### src/design/assert_macros.svh
// Assertion helpers shared by the biquad RTL.
// Each macro samples on the rising edge of clk and is disabled while rst_n is low.
`ifndef ASSERT_MACROS_SVH
`define ASSERT_MACROS_SVH

// Same-cycle implication.
`define BQ_ASSERT_IMPL(label, ante, cons, msg) \
    label: assert property (@(posedge clk) disable iff (!rst_n) (ante) |-> (cons)) \
        else $error(msg);

// Next-cycle implication.
`define BQ_ASSERT_NEXT(label, ante, cons, msg) \
    label: assert property (@(posedge clk) disable iff (!rst_n) (ante) |=> (cons)) \
        else $error(msg);

`endif

### src/design/biquad_pkg.sv
// ----------------------------------------------------------------------------
// biquad_pkg
// Shared constants and types for the direct form I biquad: coefficient
// format, register map, and the command/status bundle between the controller
// and the datapath.
// ----------------------------------------------------------------------------
`default_nettype none

package biquad_pkg;

    // Coefficient format: signed Q2.14 in 16 bits
    localparam int COEF_WIDTH          = 16;
    localparam int SAMPLE_WIDTH_DEF    = 16;
    localparam int COEF_FRAC_BITS_DEF  = 14;

    // Register map
    localparam int NUM_REGS   = 6;
    localparam int REG_ADDR_W = 3;

    typedef enum logic [REG_ADDR_W-1:0] {
        REG_GAIN = 3'd0,
        REG_B0   = 3'd1,
        REG_B1   = 3'd2,
        REG_B2   = 3'd3,
        REG_A1   = 3'd4,
        REG_A2   = 3'd5
    } reg_index_t;

    // Reset values; 16384 is 1.0 in Q2.14
    localparam logic signed [COEF_WIDTH-1:0] UNITY_Q14 = 16'sd16384;
    localparam logic signed [COEF_WIDTH-1:0] ZERO_Q14  = 16'sd0;

    typedef struct packed {
        logic signed [COEF_WIDTH-1:0] gain;
        logic signed [COEF_WIDTH-1:0] b0;
        logic signed [COEF_WIDTH-1:0] b1;
        logic signed [COEF_WIDTH-1:0] b2;
        logic signed [COEF_WIDTH-1:0] a1;
        logic signed [COEF_WIDTH-1:0] a2;
    } coef_set_t;

    // Multiplier operand pair
    typedef enum logic [2:0] {
        MUL_GAIN = 3'd0,   // gain * sample
        MUL_B0   = 3'd1,   // b0 * x0
        MUL_B1   = 3'd2,   // b1 * x1
        MUL_B2   = 3'd3,   // b2 * x2
        MUL_A1   = 3'd4,   // a1 * y1
        MUL_A2   = 3'd5    // a2 * y2
    } mul_op_t;

    // Accumulator operation
    typedef enum logic [1:0] {
        ACC_HOLD = 2'd0,
        ACC_LOAD = 2'd1,
        ACC_ADD  = 2'd2,
        ACC_SUB  = 2'd3
    } acc_op_t;

    typedef struct packed {
        logic    cap_in;    // capture input beat
        mul_op_t mul_op;    // operands for the product register
        acc_op_t acc_op;    // accumulator update from the product register
        logic    x0_load;   // latch rounded scaled input
        logic    wb;        // load output register, shift histories
    } dp_cmd_t;

    typedef struct packed {
        logic out_free;     // output register empty or draining this cycle
    } dp_status_t;

endpackage

`default_nettype wire

### src/design/biquad_iir_filter.sv
// ----------------------------------------------------------------------------
// biquad_iir_filter
// Second-order IIR filter, direct form I, Q2.14 gain and coefficients, with
// a shared multiply-accumulate datapath and rounded, saturated output.
//
//   channel   signals                            handshake
//   input     in_valid / in_ready, sample_in     valid-ready beat
//   output    out_valid / out_ready, sample_out  valid-ready beat
//   config    cfg_we, cfg_addr, cfg_wdata        write on cfg_we, no wait
//
// A sample runs from accept to write-back through the accept state, the gain
// product and its load into the accumulator, five filter products through
// the single shared multiplier and accumulator, and the write-back. The next
// beat is accepted right after.
// Reset clears the histories to zero and loads gain = b0 = 1.0, others zero.
// Write-back holds only while the previous output beat is still waiting.
// ----------------------------------------------------------------------------
`default_nettype none

module biquad_iir_filter #(
    parameter int SAMPLE_WIDTH   = biquad_pkg::SAMPLE_WIDTH_DEF,
    parameter int COEF_FRAC_BITS = biquad_pkg::COEF_FRAC_BITS_DEF
) (
    input  logic                                clk,
    input  logic                                rst_n,
    input  logic                                in_valid,
    output logic                                in_ready,
    input  logic signed [SAMPLE_WIDTH-1:0]      sample_in,
    output logic                                out_valid,
    input  logic                                out_ready,
    output logic signed [SAMPLE_WIDTH-1:0]      sample_out,
    input  logic                                cfg_we,
    input  logic [biquad_pkg::REG_ADDR_W-1:0]   cfg_addr,
    input  logic [biquad_pkg::COEF_WIDTH-1:0]   cfg_wdata
);
    import biquad_pkg::*;

    coef_set_t  coefs;
    dp_cmd_t    cmd;
    dp_status_t status;

    // Configuration registers
    biquad_cfg u_cfg (
        .clk       (clk),
        .rst_n     (rst_n),
        .cfg_we    (cfg_we),
        .cfg_addr  (cfg_addr),
        .cfg_wdata (cfg_wdata),
        .coefs     (coefs)
    );

    // Sequencer
    biquad_ctrl u_ctrl (
        .clk      (clk),
        .rst_n    (rst_n),
        .in_valid (in_valid),
        .in_ready (in_ready),
        .status   (status),
        .cmd      (cmd)
    );

    // Multiply-accumulate datapath
    biquad_dp #(
        .SAMPLE_WIDTH   (SAMPLE_WIDTH),
        .COEF_FRAC_BITS (COEF_FRAC_BITS)
    ) u_dp (
        .clk        (clk),
        .rst_n      (rst_n),
        .cmd        (cmd),
        .status     (status),
        .coefs      (coefs),
        .sample_in  (sample_in),
        .out_valid  (out_valid),
        .out_ready  (out_ready),
        .sample_out (sample_out)
    );

endmodule

`default_nettype wire

### src/design/biquad_cfg.sv
// ----------------------------------------------------------------------------
// biquad_cfg
// Configuration register file: gain and five coefficients, written by index.
// Writes to an index beyond the map are dropped.
// ----------------------------------------------------------------------------
`default_nettype none

module biquad_cfg (
    input  logic                                  clk,
    input  logic                                  rst_n,
    input  logic                                  cfg_we,
    input  logic [biquad_pkg::REG_ADDR_W-1:0]     cfg_addr,
    input  logic [biquad_pkg::COEF_WIDTH-1:0]     cfg_wdata,
    output biquad_pkg::coef_set_t                 coefs
);
    import biquad_pkg::*;

    coef_set_t coef_reg;
    coef_set_t coef_next;

    // Decode the write
    always_comb
    begin
        coef_next = coef_reg;
        if (cfg_we)
        begin
            case (reg_index_t'(cfg_addr))
                REG_GAIN: coef_next.gain = cfg_wdata;
                REG_B0:   coef_next.b0   = cfg_wdata;
                REG_B1:   coef_next.b1   = cfg_wdata;
                REG_B2:   coef_next.b2   = cfg_wdata;
                REG_A1:   coef_next.a1   = cfg_wdata;
                REG_A2:   coef_next.a2   = cfg_wdata;
                default:  coef_next      = coef_reg;
            endcase
        end
    end

    always_ff @(posedge clk or negedge rst_n)
    begin
        if (!rst_n)
        begin
            coef_reg.gain <= UNITY_Q14;
            coef_reg.b0   <= UNITY_Q14;
            coef_reg.b1   <= ZERO_Q14;
            coef_reg.b2   <= ZERO_Q14;
            coef_reg.a1   <= ZERO_Q14;
            coef_reg.a2   <= ZERO_Q14;
        end
        else
        begin
            coef_reg <= coef_next;
        end
    end

    assign coefs = coef_reg;

endmodule

`default_nettype wire

### src/design/biquad_ctrl.sv
// ----------------------------------------------------------------------------
// biquad_ctrl
// Sequencer for one sample: gain product, then five products through the
// shared multiplier and accumulator, then write-back to the output register.
// ----------------------------------------------------------------------------
`default_nettype none
`include "assert_macros.svh"

module biquad_ctrl (
    input  logic                    clk,
    input  logic                    rst_n,
    input  logic                    in_valid,
    output logic                    in_ready,
    input  biquad_pkg::dp_status_t  status,
    output biquad_pkg::dp_cmd_t     cmd
);
    import biquad_pkg::*;

    typedef enum logic [8:0] {
        ST_IDLE  = 9'b000000001,
        ST_GAIN  = 9'b000000010,
        ST_LOADG = 9'b000000100,
        ST_X0    = 9'b000001000,
        ST_T2    = 9'b000010000,
        ST_T3    = 9'b000100000,
        ST_T4    = 9'b001000000,
        ST_LAST  = 9'b010000000,
        ST_WB    = 9'b100000000
    } state_t;

    state_t state_reg;
    state_t state_next;

    // Next state and datapath commands
    always_comb
    begin
        state_next  = state_reg;
        cmd.cap_in  = 1'b0;
        cmd.mul_op  = MUL_GAIN;
        cmd.acc_op  = ACC_HOLD;
        cmd.x0_load = 1'b0;
        cmd.wb      = 1'b0;
        case (state_reg)
            ST_IDLE:
            begin
                cmd.cap_in = in_valid;
                if (in_valid)
                    state_next = ST_GAIN;
            end
            ST_GAIN:
            begin
                cmd.mul_op = MUL_GAIN;
                state_next = ST_LOADG;
            end
            ST_LOADG:
            begin
                // acc takes gain*x for rounding; start b1*x1
                cmd.acc_op = ACC_LOAD;
                cmd.mul_op = MUL_B1;
                state_next = ST_X0;
            end
            ST_X0:
            begin
                // latch x0, restart acc with b1*x1
                cmd.x0_load = 1'b1;
                cmd.acc_op  = ACC_LOAD;
                cmd.mul_op  = MUL_B2;
                state_next  = ST_T2;
            end
            ST_T2:
            begin
                cmd.acc_op = ACC_ADD;
                cmd.mul_op = MUL_A1;
                state_next = ST_T3;
            end
            ST_T3:
            begin
                cmd.acc_op = ACC_SUB;
                cmd.mul_op = MUL_A2;
                state_next = ST_T4;
            end
            ST_T4:
            begin
                cmd.acc_op = ACC_SUB;
                cmd.mul_op = MUL_B0;
                state_next = ST_LAST;
            end
            ST_LAST:
            begin
                cmd.acc_op = ACC_ADD;
                state_next = ST_WB;
            end
            ST_WB:
            begin
                // wait for room in the output register
                if (status.out_free)
                begin
                    cmd.wb     = 1'b1;
                    state_next = ST_IDLE;
                end
            end
            default:
            begin
                state_next = ST_IDLE;
            end
        endcase
    end

    always_ff @(posedge clk or negedge rst_n)
    begin
        if (!rst_n)
            state_reg <= ST_IDLE;
        else
            state_reg <= state_next;
    end

    assign in_ready = (state_reg == ST_IDLE);

    `BQ_ASSERT_IMPL(a_wb_needs_room, cmd.wb, status.out_free, "write-back with output full")
    `BQ_ASSERT_NEXT(a_accept_starts, in_valid && in_ready, state_reg == ST_GAIN,
                    "accepted beat did not start the sequence")

endmodule

`default_nettype wire

### src/design/biquad_dp.sv
// ----------------------------------------------------------------------------
// biquad_dp
// Datapath: one shared signed multiplier with a registered product, a wide
// accumulator, a round-half-up and saturate unit, sample histories, and the
// output register.
// ----------------------------------------------------------------------------
`default_nettype none
`include "assert_macros.svh"

module biquad_dp #(
    parameter int SAMPLE_WIDTH   = biquad_pkg::SAMPLE_WIDTH_DEF,
    parameter int COEF_FRAC_BITS = biquad_pkg::COEF_FRAC_BITS_DEF
) (
    input  logic                           clk,
    input  logic                           rst_n,
    input  biquad_pkg::dp_cmd_t            cmd,
    output biquad_pkg::dp_status_t         status,
    input  biquad_pkg::coef_set_t          coefs,
    input  logic signed [SAMPLE_WIDTH-1:0] sample_in,
    output logic                           out_valid,
    input  logic                           out_ready,
    output logic signed [SAMPLE_WIDTH-1:0] sample_out
);
    import biquad_pkg::*;

    localparam int PROD_W = COEF_WIDTH + SAMPLE_WIDTH;
    localparam int ACC_W  = PROD_W + 3;
    localparam int RND_W  = ((ACC_W > COEF_FRAC_BITS) ? ACC_W : COEF_FRAC_BITS) + 1;

    localparam logic signed [RND_W-1:0] RND_HALF = RND_W'(1) << (COEF_FRAC_BITS - 1);
    localparam logic signed [RND_W-1:0] SAT_HI =
        {{(RND_W - SAMPLE_WIDTH + 1){1'b0}}, {(SAMPLE_WIDTH - 1){1'b1}}};
    localparam logic signed [RND_W-1:0] SAT_LO = ~SAT_HI;

    logic signed [SAMPLE_WIDTH-1:0] sample_reg;
    logic signed [SAMPLE_WIDTH-1:0] x0_reg;
    logic signed [SAMPLE_WIDTH-1:0] xh1_reg;
    logic signed [SAMPLE_WIDTH-1:0] xh2_reg;
    logic signed [SAMPLE_WIDTH-1:0] yh1_reg;
    logic signed [SAMPLE_WIDTH-1:0] yh2_reg;
    logic signed [PROD_W-1:0]       prod_reg;
    logic signed [PROD_W-1:0]       prod_next;
    logic signed [ACC_W-1:0]        acc_reg;
    logic signed [ACC_W-1:0]        acc_next;
    logic signed [ACC_W-1:0]        prod_ext;
    logic signed [COEF_WIDTH-1:0]   mul_coef;
    logic signed [SAMPLE_WIDTH-1:0] mul_data;
    logic signed [RND_W-1:0]        rnd_sum;
    logic signed [RND_W-1:0]        rnd_shift;
    logic signed [SAMPLE_WIDTH-1:0] rnd_sat;
    logic signed [SAMPLE_WIDTH-1:0] sample_out_reg;
    logic                           out_valid_reg;
    logic                           out_valid_next;

    // Operand select for the shared multiplier
    always_comb
    begin
        case (cmd.mul_op)
            MUL_GAIN:
            begin
                mul_coef = coefs.gain;
                mul_data = sample_reg;
            end
            MUL_B0:
            begin
                mul_coef = coefs.b0;
                mul_data = x0_reg;
            end
            MUL_B1:
            begin
                mul_coef = coefs.b1;
                mul_data = xh1_reg;
            end
            MUL_B2:
            begin
                mul_coef = coefs.b2;
                mul_data = xh2_reg;
            end
            MUL_A1:
            begin
                mul_coef = coefs.a1;
                mul_data = yh1_reg;
            end
            MUL_A2:
            begin
                mul_coef = coefs.a2;
                mul_data = yh2_reg;
            end
            default:
            begin
                mul_coef = coefs.gain;
                mul_data = sample_reg;
            end
        endcase
    end

    // Full-width signed product
    assign prod_next = mul_coef * mul_data;
    assign prod_ext  = ACC_W'(prod_reg);

    // Accumulator update
    always_comb
    begin
        case (cmd.acc_op)
            ACC_HOLD: acc_next = acc_reg;
            ACC_LOAD: acc_next = prod_ext;
            ACC_ADD:  acc_next = acc_reg + prod_ext;
            ACC_SUB:  acc_next = acc_reg - prod_ext;
            default:  acc_next = acc_reg;
        endcase
    end

    // Round half up by the fraction bits, then clamp to the sample range
    always_comb
    begin
        rnd_sum   = RND_W'(acc_reg) + RND_HALF;
        rnd_shift = rnd_sum >>> COEF_FRAC_BITS;
        if (rnd_shift > SAT_HI)
            rnd_sat = SAT_HI[SAMPLE_WIDTH-1:0];
        else if (rnd_shift < SAT_LO)
            rnd_sat = SAT_LO[SAMPLE_WIDTH-1:0];
        else
            rnd_sat = rnd_shift[SAMPLE_WIDTH-1:0];
    end

    // Arithmetic registers
    always_ff @(posedge clk)
    begin
        prod_reg <= prod_next;
        acc_reg  <= acc_next;
        if (cmd.cap_in)
            sample_reg <= sample_in;
        if (cmd.x0_load)
            x0_reg <= rnd_sat;
        if (cmd.wb)
            sample_out_reg <= rnd_sat;
    end

    // Filter history
    always_ff @(posedge clk or negedge rst_n)
    begin
        if (!rst_n)
        begin
            xh1_reg <= '0;
            xh2_reg <= '0;
            yh1_reg <= '0;
            yh2_reg <= '0;
        end
        else if (cmd.wb)
        begin
            xh2_reg <= xh1_reg;
            xh1_reg <= x0_reg;
            yh2_reg <= yh1_reg;
            yh1_reg <= rnd_sat;
        end
    end

    // Output beat handshake
    always_comb
    begin
        out_valid_next = out_valid_reg;
        if (out_valid_reg && out_ready)
            out_valid_next = 1'b0;
        if (cmd.wb)
            out_valid_next = 1'b1;
    end

    always_ff @(posedge clk or negedge rst_n)
    begin
        if (!rst_n)
            out_valid_reg <= 1'b0;
        else
            out_valid_reg <= out_valid_next;
    end

    assign status.out_free = !out_valid_reg || out_ready;
    assign out_valid       = out_valid_reg;
    assign sample_out      = sample_out_reg;

    `BQ_ASSERT_NEXT(a_wb_sets_valid, cmd.wb, out_valid_reg, "write-back lost the output beat")
    `BQ_ASSERT_NEXT(a_wb_hist_match, cmd.wb, sample_out_reg == yh1_reg,
                    "output and feedback history disagree")

endmodule

`default_nettype wire
### config.mk
export PLATFORM = sky130hd
export DESIGN_NAME = biquad_iir_filter
export DESIGN_NICKNAME = d
export VERILOG_FILES = /design/src/design/biquad_pkg.sv /design/src/design/biquad_iir_filter.sv /design/src/design/biquad_cfg.sv /design/src/design/biquad_ctrl.sv /design/src/design/biquad_dp.sv
export VERILOG_INCLUDE_DIRS = /design/src /design/src/design
export SDC_FILE = /design/constraint.sdc
export NUM_CORES = 1
export LEC_CHECK = 0
export BUFFER_PORTS_ARGS = -buffer_cell sky130_fd_sc_hd__buf_2
export CAP_MARGIN = 20
export CORE_MARGIN = 2
export CORE_UTILIZATION = 35
export DETAILED_ROUTE_END_ITERATION = 12
export GPL_TIMING_DRIVEN = 0
export SYNTH_ARGS = -nofsm -noshare
export SYNTH_HDL_FRONTEND = slang
export SYNTH_SLANG_ARGS = --single-unit
### constraint.sdc
create_clock -name clk -period 8.75 [get_ports clk]
set_clock_uncertainty 0.1 [all_clocks]
set_input_delay 1.75 -clock clk [delete_from_list [all_inputs] [get_ports clk]]
set_output_delay 1.75 -clock clk [all_outputs]
set_load 0.02 [all_outputs]
# ---- Yosys cells after proc, flatten, opt, wreduce, memory -nomap -nowiden
# Index checks and enable logic that the tools add are counted.
dict set report op_classes {
  add_sub_neg 3
  n_mul 1
  n_lt_le_gt_ge 2
  n_eq_ne 24
  muxes 16
  reduce_logical 16
}
# cell count
set op_table {}
lappend op_table {{16-bit case mux with 5 select lines} 2}
lappend op_table {{35-bit case mux with 3 select lines} 1}
lappend op_table {{9-bit case mux with 9 select lines} 1}
lappend op_table {{35-bit by 15-bit adder with 36-bit output, second input constant} 1}
lappend op_table {{35-bit by 32-bit adder with 35-bit output} 1}
lappend op_table {{35-bit by 32-bit subtractor with 35-bit output} 1}
lappend op_table {{16-bit by 16-bit multiplier with 32-bit output} 1}
lappend op_table {{16-bit 2-to-1 mux} 2}
lappend op_table {{22-bit by 16-bit > comparator with 1-bit output, second input constant} 1}
lappend op_table {{22-bit by 16-bit < comparator with 1-bit output, second input constant} 1}
lappend op_table {{9-bit 2-to-1 mux} 2}
lappend op_table {{3-bit case mux with 5 select lines} 1}
lappend op_table {{2-bit AND reduction} 7}
lappend op_table {{3-bit by 2-bit equality test with 1-bit output, second input constant} 4}
lappend op_table {{3-bit equality test, second input constant} 4}
lappend op_table {{9-bit by 1-bit equality test with 1-bit output, second input constant} 1}
lappend op_table {{9-bit by 2-bit equality test with 1-bit output, second input constant} 1}
lappend op_table {{9-bit by 3-bit equality test with 1-bit output, second input constant} 1}
lappend op_table {{9-bit by 4-bit equality test with 1-bit output, second input constant} 1}
lappend op_table {{9-bit by 5-bit equality test with 1-bit output, second input constant} 1}
lappend op_table {{9-bit by 6-bit equality test with 1-bit output, second input constant} 1}
lappend op_table {{9-bit by 7-bit equality test with 1-bit output, second input constant} 1}
lappend op_table {{9-bit by 8-bit equality test with 1-bit output, second input constant} 1}
lappend op_table {{9-bit equality test, second input constant} 1}
lappend op_table {{other kinds (13)} 23}
dict set report word_totals {
  reg_bits 285
  input_bits 40
  output_inout_bits 18
  wordCells 79
}

# ---- Logic depth before layout (Yosys ltp)
dict set report logic_depth {
  word_depth 5
  mapped_depth 35
  ltp_nobuf 30
}

# ---- By module
# From an unflattened synthesis, not the netlist that was laid out.
dict set report unflattened {
  cells_unflattened 2449
  hier_area_um2 24413.4
}
# mod n_inst cells_per_inst area_per_inst_um2 seq_area_each_um2
set by_module_without_submodules {}
lappend by_module_without_submodules {biquad_dp 1 2183 20205.6 4759.6}
lappend by_module_without_submodules {biquad_cfg 1 208 3681.0 2404.8}
lappend by_module_without_submodules {biquad_ctrl 1 58 526.8 226.5}

# ---- Worst setup path before layout
# No wires, ideal clock.
dict set report synth_path {
  kind {reg-to-reg}
  start {register u_ctrl.state_reg[4]}
  end {register u_dp.prod_reg[28]}
  setup_ps 127
  arrival_time_ps 7787
  path_slack_ps 736
  path_stages_with_launch 30
  period_less_slack_ps 8014
  path_cell_list {dfrtp_1 -> nor4_4 -> nand3b_1 -> nor3b_2 -> buf_2 -> buf_2 -> a222oi_1 -> nand3_1 -> o21ai_1 -> buf_2 -> nor2_1 -> fa_1 -> inv_1 -> fa_1 -> inv_1 -> fa_1 -> fa_1 -> fa_1 -> inv_1 -> fa_1 -> inv_1 -> ha_1 -> o21a_1 -> o21a_1 -> a21oi_1 -> o21ai_0 -> o21a_1 -> o21ai_0 -> a21oi_1 -> xor2_1}
}
dict set report synth_between {
  elab_chain_len 5
}
# element line_no
set synth_rtl {}
lappend synth_rtl {{from (decl)} biquad_ctrl.sv:31} ;# state_t state_reg;
lappend synth_rtl {{from (signal assigned)} biquad_ctrl.sv:114} ;# state_reg <= state_next;
lappend synth_rtl {{9-bit by 7-bit equality test with 1-bit output, or another cell as far along} biquad_ctrl.sv:43} ;# case (state_reg)
lappend synth_rtl {{3-bit case mux with 5 select lines (*)} biquad_ctrl.sv:43}
lappend synth_rtl {{3-bit equality test, or another cell as far along} biquad_dp.sv:58} ;# case (cmd.mul_op)
lappend synth_rtl {{16-bit case mux with 5 select lines} biquad_dp.sv:58}
lappend synth_rtl {{16-bit by 16-bit multiplier with 32-bit output (*)} biquad_dp.sv:98} ;# assign prod_next = mul_coef * mul_data;
lappend synth_rtl {{named net u_dp.prod_next[28]} biquad_dp.sv:42} ;# logic signed [PROD_W-1:0] prod_next;
lappend synth_rtl {{to (signal assigned)} biquad_dp.sv:129} ;# prod_reg <= prod_next;
lappend synth_rtl {{to (decl)} biquad_dp.sv:41} ;# logic signed [PROD_W-1:0] prod_reg;
# The timed path passes the listed nets; every way through them passes the cells marked *.
# A chain may end at the register's enable or synchronous reset.

# ---- Worst setup path in the final report
dict set report layout_path {
  start {register u_ctrl.state_reg[4]}
  end {register u_dp.prod_reg[30]}
}
# The elaborated chain is that of the path after synthesis.

==> results.yml <==
clocking:
  clockBufferDepth: 3
  htreeDepth: 2
  cts_num_sinks: 285
  root_buffer: "clkbuf_16"
  clkTransAtPathRegs_ns: 0.06
  cts_made_buffers: 35
  ctsHoldBuffers: 0
  clk-insertion-delay-late_ns: 0.57
  cts_tree: "built"
timing:
  finalHoldViolCount: 0
  slew_violations: 0
  timing.final.crit_share_pct: 97.4
  max_clock_freq_mhz: 117
  rsz0062_at_grt: "true"
  worst_slew_pin_slew_ns: 1.02
  fin_crit_ns: 8.52
  setup_viol: 0
  relSlewSlack_pct: 31.2
  holdWs_ns: 0.372
logic_synthesis:
  syn_avg_cell_area_um2: 9.80
  synth_xor_area_share_pct: 3.66
  synth_warnings: 0
  yosys.area_share.simple_pct: 14.6
  yosys-top-cells-area: "fa_1 (22%), dfrtp_1 (17%), edfxtp_1 (10%), ha_1 (6.2%), inv_1 (5.3%)"
  synth_nets: 2863
  synth.distinct_cells: 87
  ys_seq_area_share_pct: 30.9
  synth_mux_area_share_pct: 5.39
  syn_area_um2: 23900
  ys_seq_elements: 285
  synth_top_family_by_area: "adder cells"
  synth_edf_count: 83
  synthAdderAreaFrac_pct: 28.2
  synthFlopType: "dfrtp_1"
  synth-compound-area-share_pct: 10.0
  synth.largest_area_cell: "fa_1"
  netlist.area_leader.share_pct: 22.0
  synth-async-reset-ratio_pct: 59.6
  syn_inst: 2442
global_routing:
  antenna_found_initial: 0
  grt_pass1_wl_um: 109000
  grt.overflow.total: 0
  grt_max_degree: 121
  grt_pass1_vias: 19100
  grt.total_usage_pct: 20.0
critical_path:
  crit_type: "reg2reg"
  regToRegStartpoint: "u_ctrl.state_reg[4]"
  rr_endpoint: "u_dp.prod_reg[30]"
  crit_slowest_cell: "fa_1"
  critical_path_arrival_ns: 8.88
  cp_max_fo: 10
  cp-start-kind: "register"
  r2r_cells: 31
  cpPeakStageDelay_ns: 0.56
  rrSetupSlack_ns: 0.23
  required_ns: 9.11
  path_common_cell: "fa_1"
  critPathCaptureType: "register"
worst_hold_path:
  holdCritPathClass: "reg2reg"
  min_from: "u_dp.yh2_reg[15]"
  hold_end: "u_dp.yh2_reg[15]"
  hold_path_depth: 2
place:
  io_buffers: 55
  gp_congestion: 0.913
  dpl_cell_area_um2: 25400
  dp_hpwl_um: 53800
cells_and_area:
  fill_cells: 6540
  largest_reg_flops: 96
  drive_gt1_share_pct: 15.8
  final_area_um2: 27200
  multi_input_area_um2: 15100
  diodes: 0
  utilization_pct: 40.4
  nNetsFinal: 2987
  seqCellArea_um2: 7390
  syn_to_final_growth_pct: 13.7
route:
  vias: 18100
  wl_per_cell_um: 19.9
  drc: 0
  drtPass1Iterations: 6
  ant_nets: 0
  drtIter0Drc: 1485
  totalWireLength_um: 68900
  via_per_inst: 5.21
floorplanning:
  die_area_um2: 70500
  core_um2: 67400
  pin_count: 58
  die_y_um: 265
  initial_utilization_pct: 35.5
  rows: 95
  die_w_um: 265
status:
  status: "complete, no violations"
run:
  max_cap_violations: 0
==> how the worst max path moves through the flow <==
stage	slack (ns)	startpoint	cells past startpoint	end
2_1_floorplan	0.74	u_ctrl.state_reg[4]	29	u_dp.prod_reg[28]
3_3_place_gp	-1.06	u_ctrl.state_reg[4]	28	u_dp.prod_reg[27]
3_5_place_dp	-1.13	u_ctrl.state_reg[4]	28	u_dp.prod_reg[27]
4_1_cts	0.0008	u_ctrl.state_reg[4]	30	u_dp.prod_reg[31]
5_1_grt	-0.07	u_ctrl.state_reg[0]	29	u_dp.prod_reg[22]
6_report	0.23	u_ctrl.state_reg[4]	31	u_dp.prod_reg[30]
==> cell usage in the layout, fill, tap and decap left out, types with 71 or more instances in the layout <==
cell and instances:
o21ai_0 77, fa_1 261, nor2_1 244, inv_1 337, nand2_1 303, dfrtp_1 164
edfxtp_1 83, buf_2 71, mux2_2 111, ha_1 115
==> final cells by class <==
cell class / count / share of cell area, %
multi-input combinational: 1723 / 55.4
sequential: 285 / 27.2
inverter: 340 / 4.70
tap: 873 / 4.01
clock buffer: 43 / 3.44
buffer: 91 / 2.36
timing repair buffer: 90 / 2.14
clock inverter: 19 / 0.726
==> cell usage after synthesis (9+ instances only) <==
library cell / number
xnor2_1: 60
nor3_1: 20
or2_0: 9
o31ai_1: 15
inv_1: 340
a222oi_1: 32
nand3_1: 32
fa_1: 263
a21oi_1: 65
dfxtp_1: 32
mux2_2: 111
nor4_1: 9
a22oi_1: 32
ha_1: 118
and3_1: 32
or2_2: 9
o21a_1: 15
clkbuf_1: 46
nand2b_1: 20
buf_2: 31
edfxtp_1: 83
a31oi_1: 10
nand2_1: 304
xor2_1: 40
o21ai_0: 78
a21o_1: 32
nor2_1: 267
buf_4: 9
dfrtp_1: 167
or2_1: 18
o21ai_1: 11
==> worst max-delay path, delay by kind of cell (launching register included) <==
family	cells	cell delay [ns]
DFF	1	0.48
adders and majority gates	7	3.46
AOI/OAI and AO/OA	7	1.38
and+or+nand+nor	7	1.51
buffers and inverters	10	1.48
==> kinds of logic (layout without fill, tap and decap cells) <==
logic type                 Yosys count  count (layout)
and+or+nand+nor                    775             775
adders and majority gates          381             381
buffers and inverters              434             583
DFF                                285             285
muxes                              115             115
AOI/OAI and AO/OA                  352             352
xor gates and xnor gates           100             100
==> through the flow <==
stage / instances / setup slack [ns] / setup TNS, ns
2_1_floorplan: 2442 / 0.736 / 0
3_3_place_gp: 3370 / -1.06 / -10.38
3_5_place_dp: 3373 / -1.13 / -11.48
4_1_cts: 3444 / 0.000832 / 0
5_1_grt: 3464 / -0.0667 / -0.124
6_report: 3464 / 0.229 / 0
==> what timing repair did <==
item                                    in CTS  in global routing
buffers inserted                            10                 20
gates resized for setup                     69                 92
gates cloned                                 0                  1
pin swaps                                    6                  9
endpoints found under the setup margin      17                 11
==> layer usage <==
layer	vias up	track usage [%]	part of all wire (%)
met5	-	0	0
met4	0	7.21	3.5
met3	124	3.36	6.7
met2	623	32.2	46
met1	9014	27.2	44
li1	8290	-	-
Power is not shown: default switching activity piles up to over one toggle a cycle in this logic, so the estimate is an artifact.
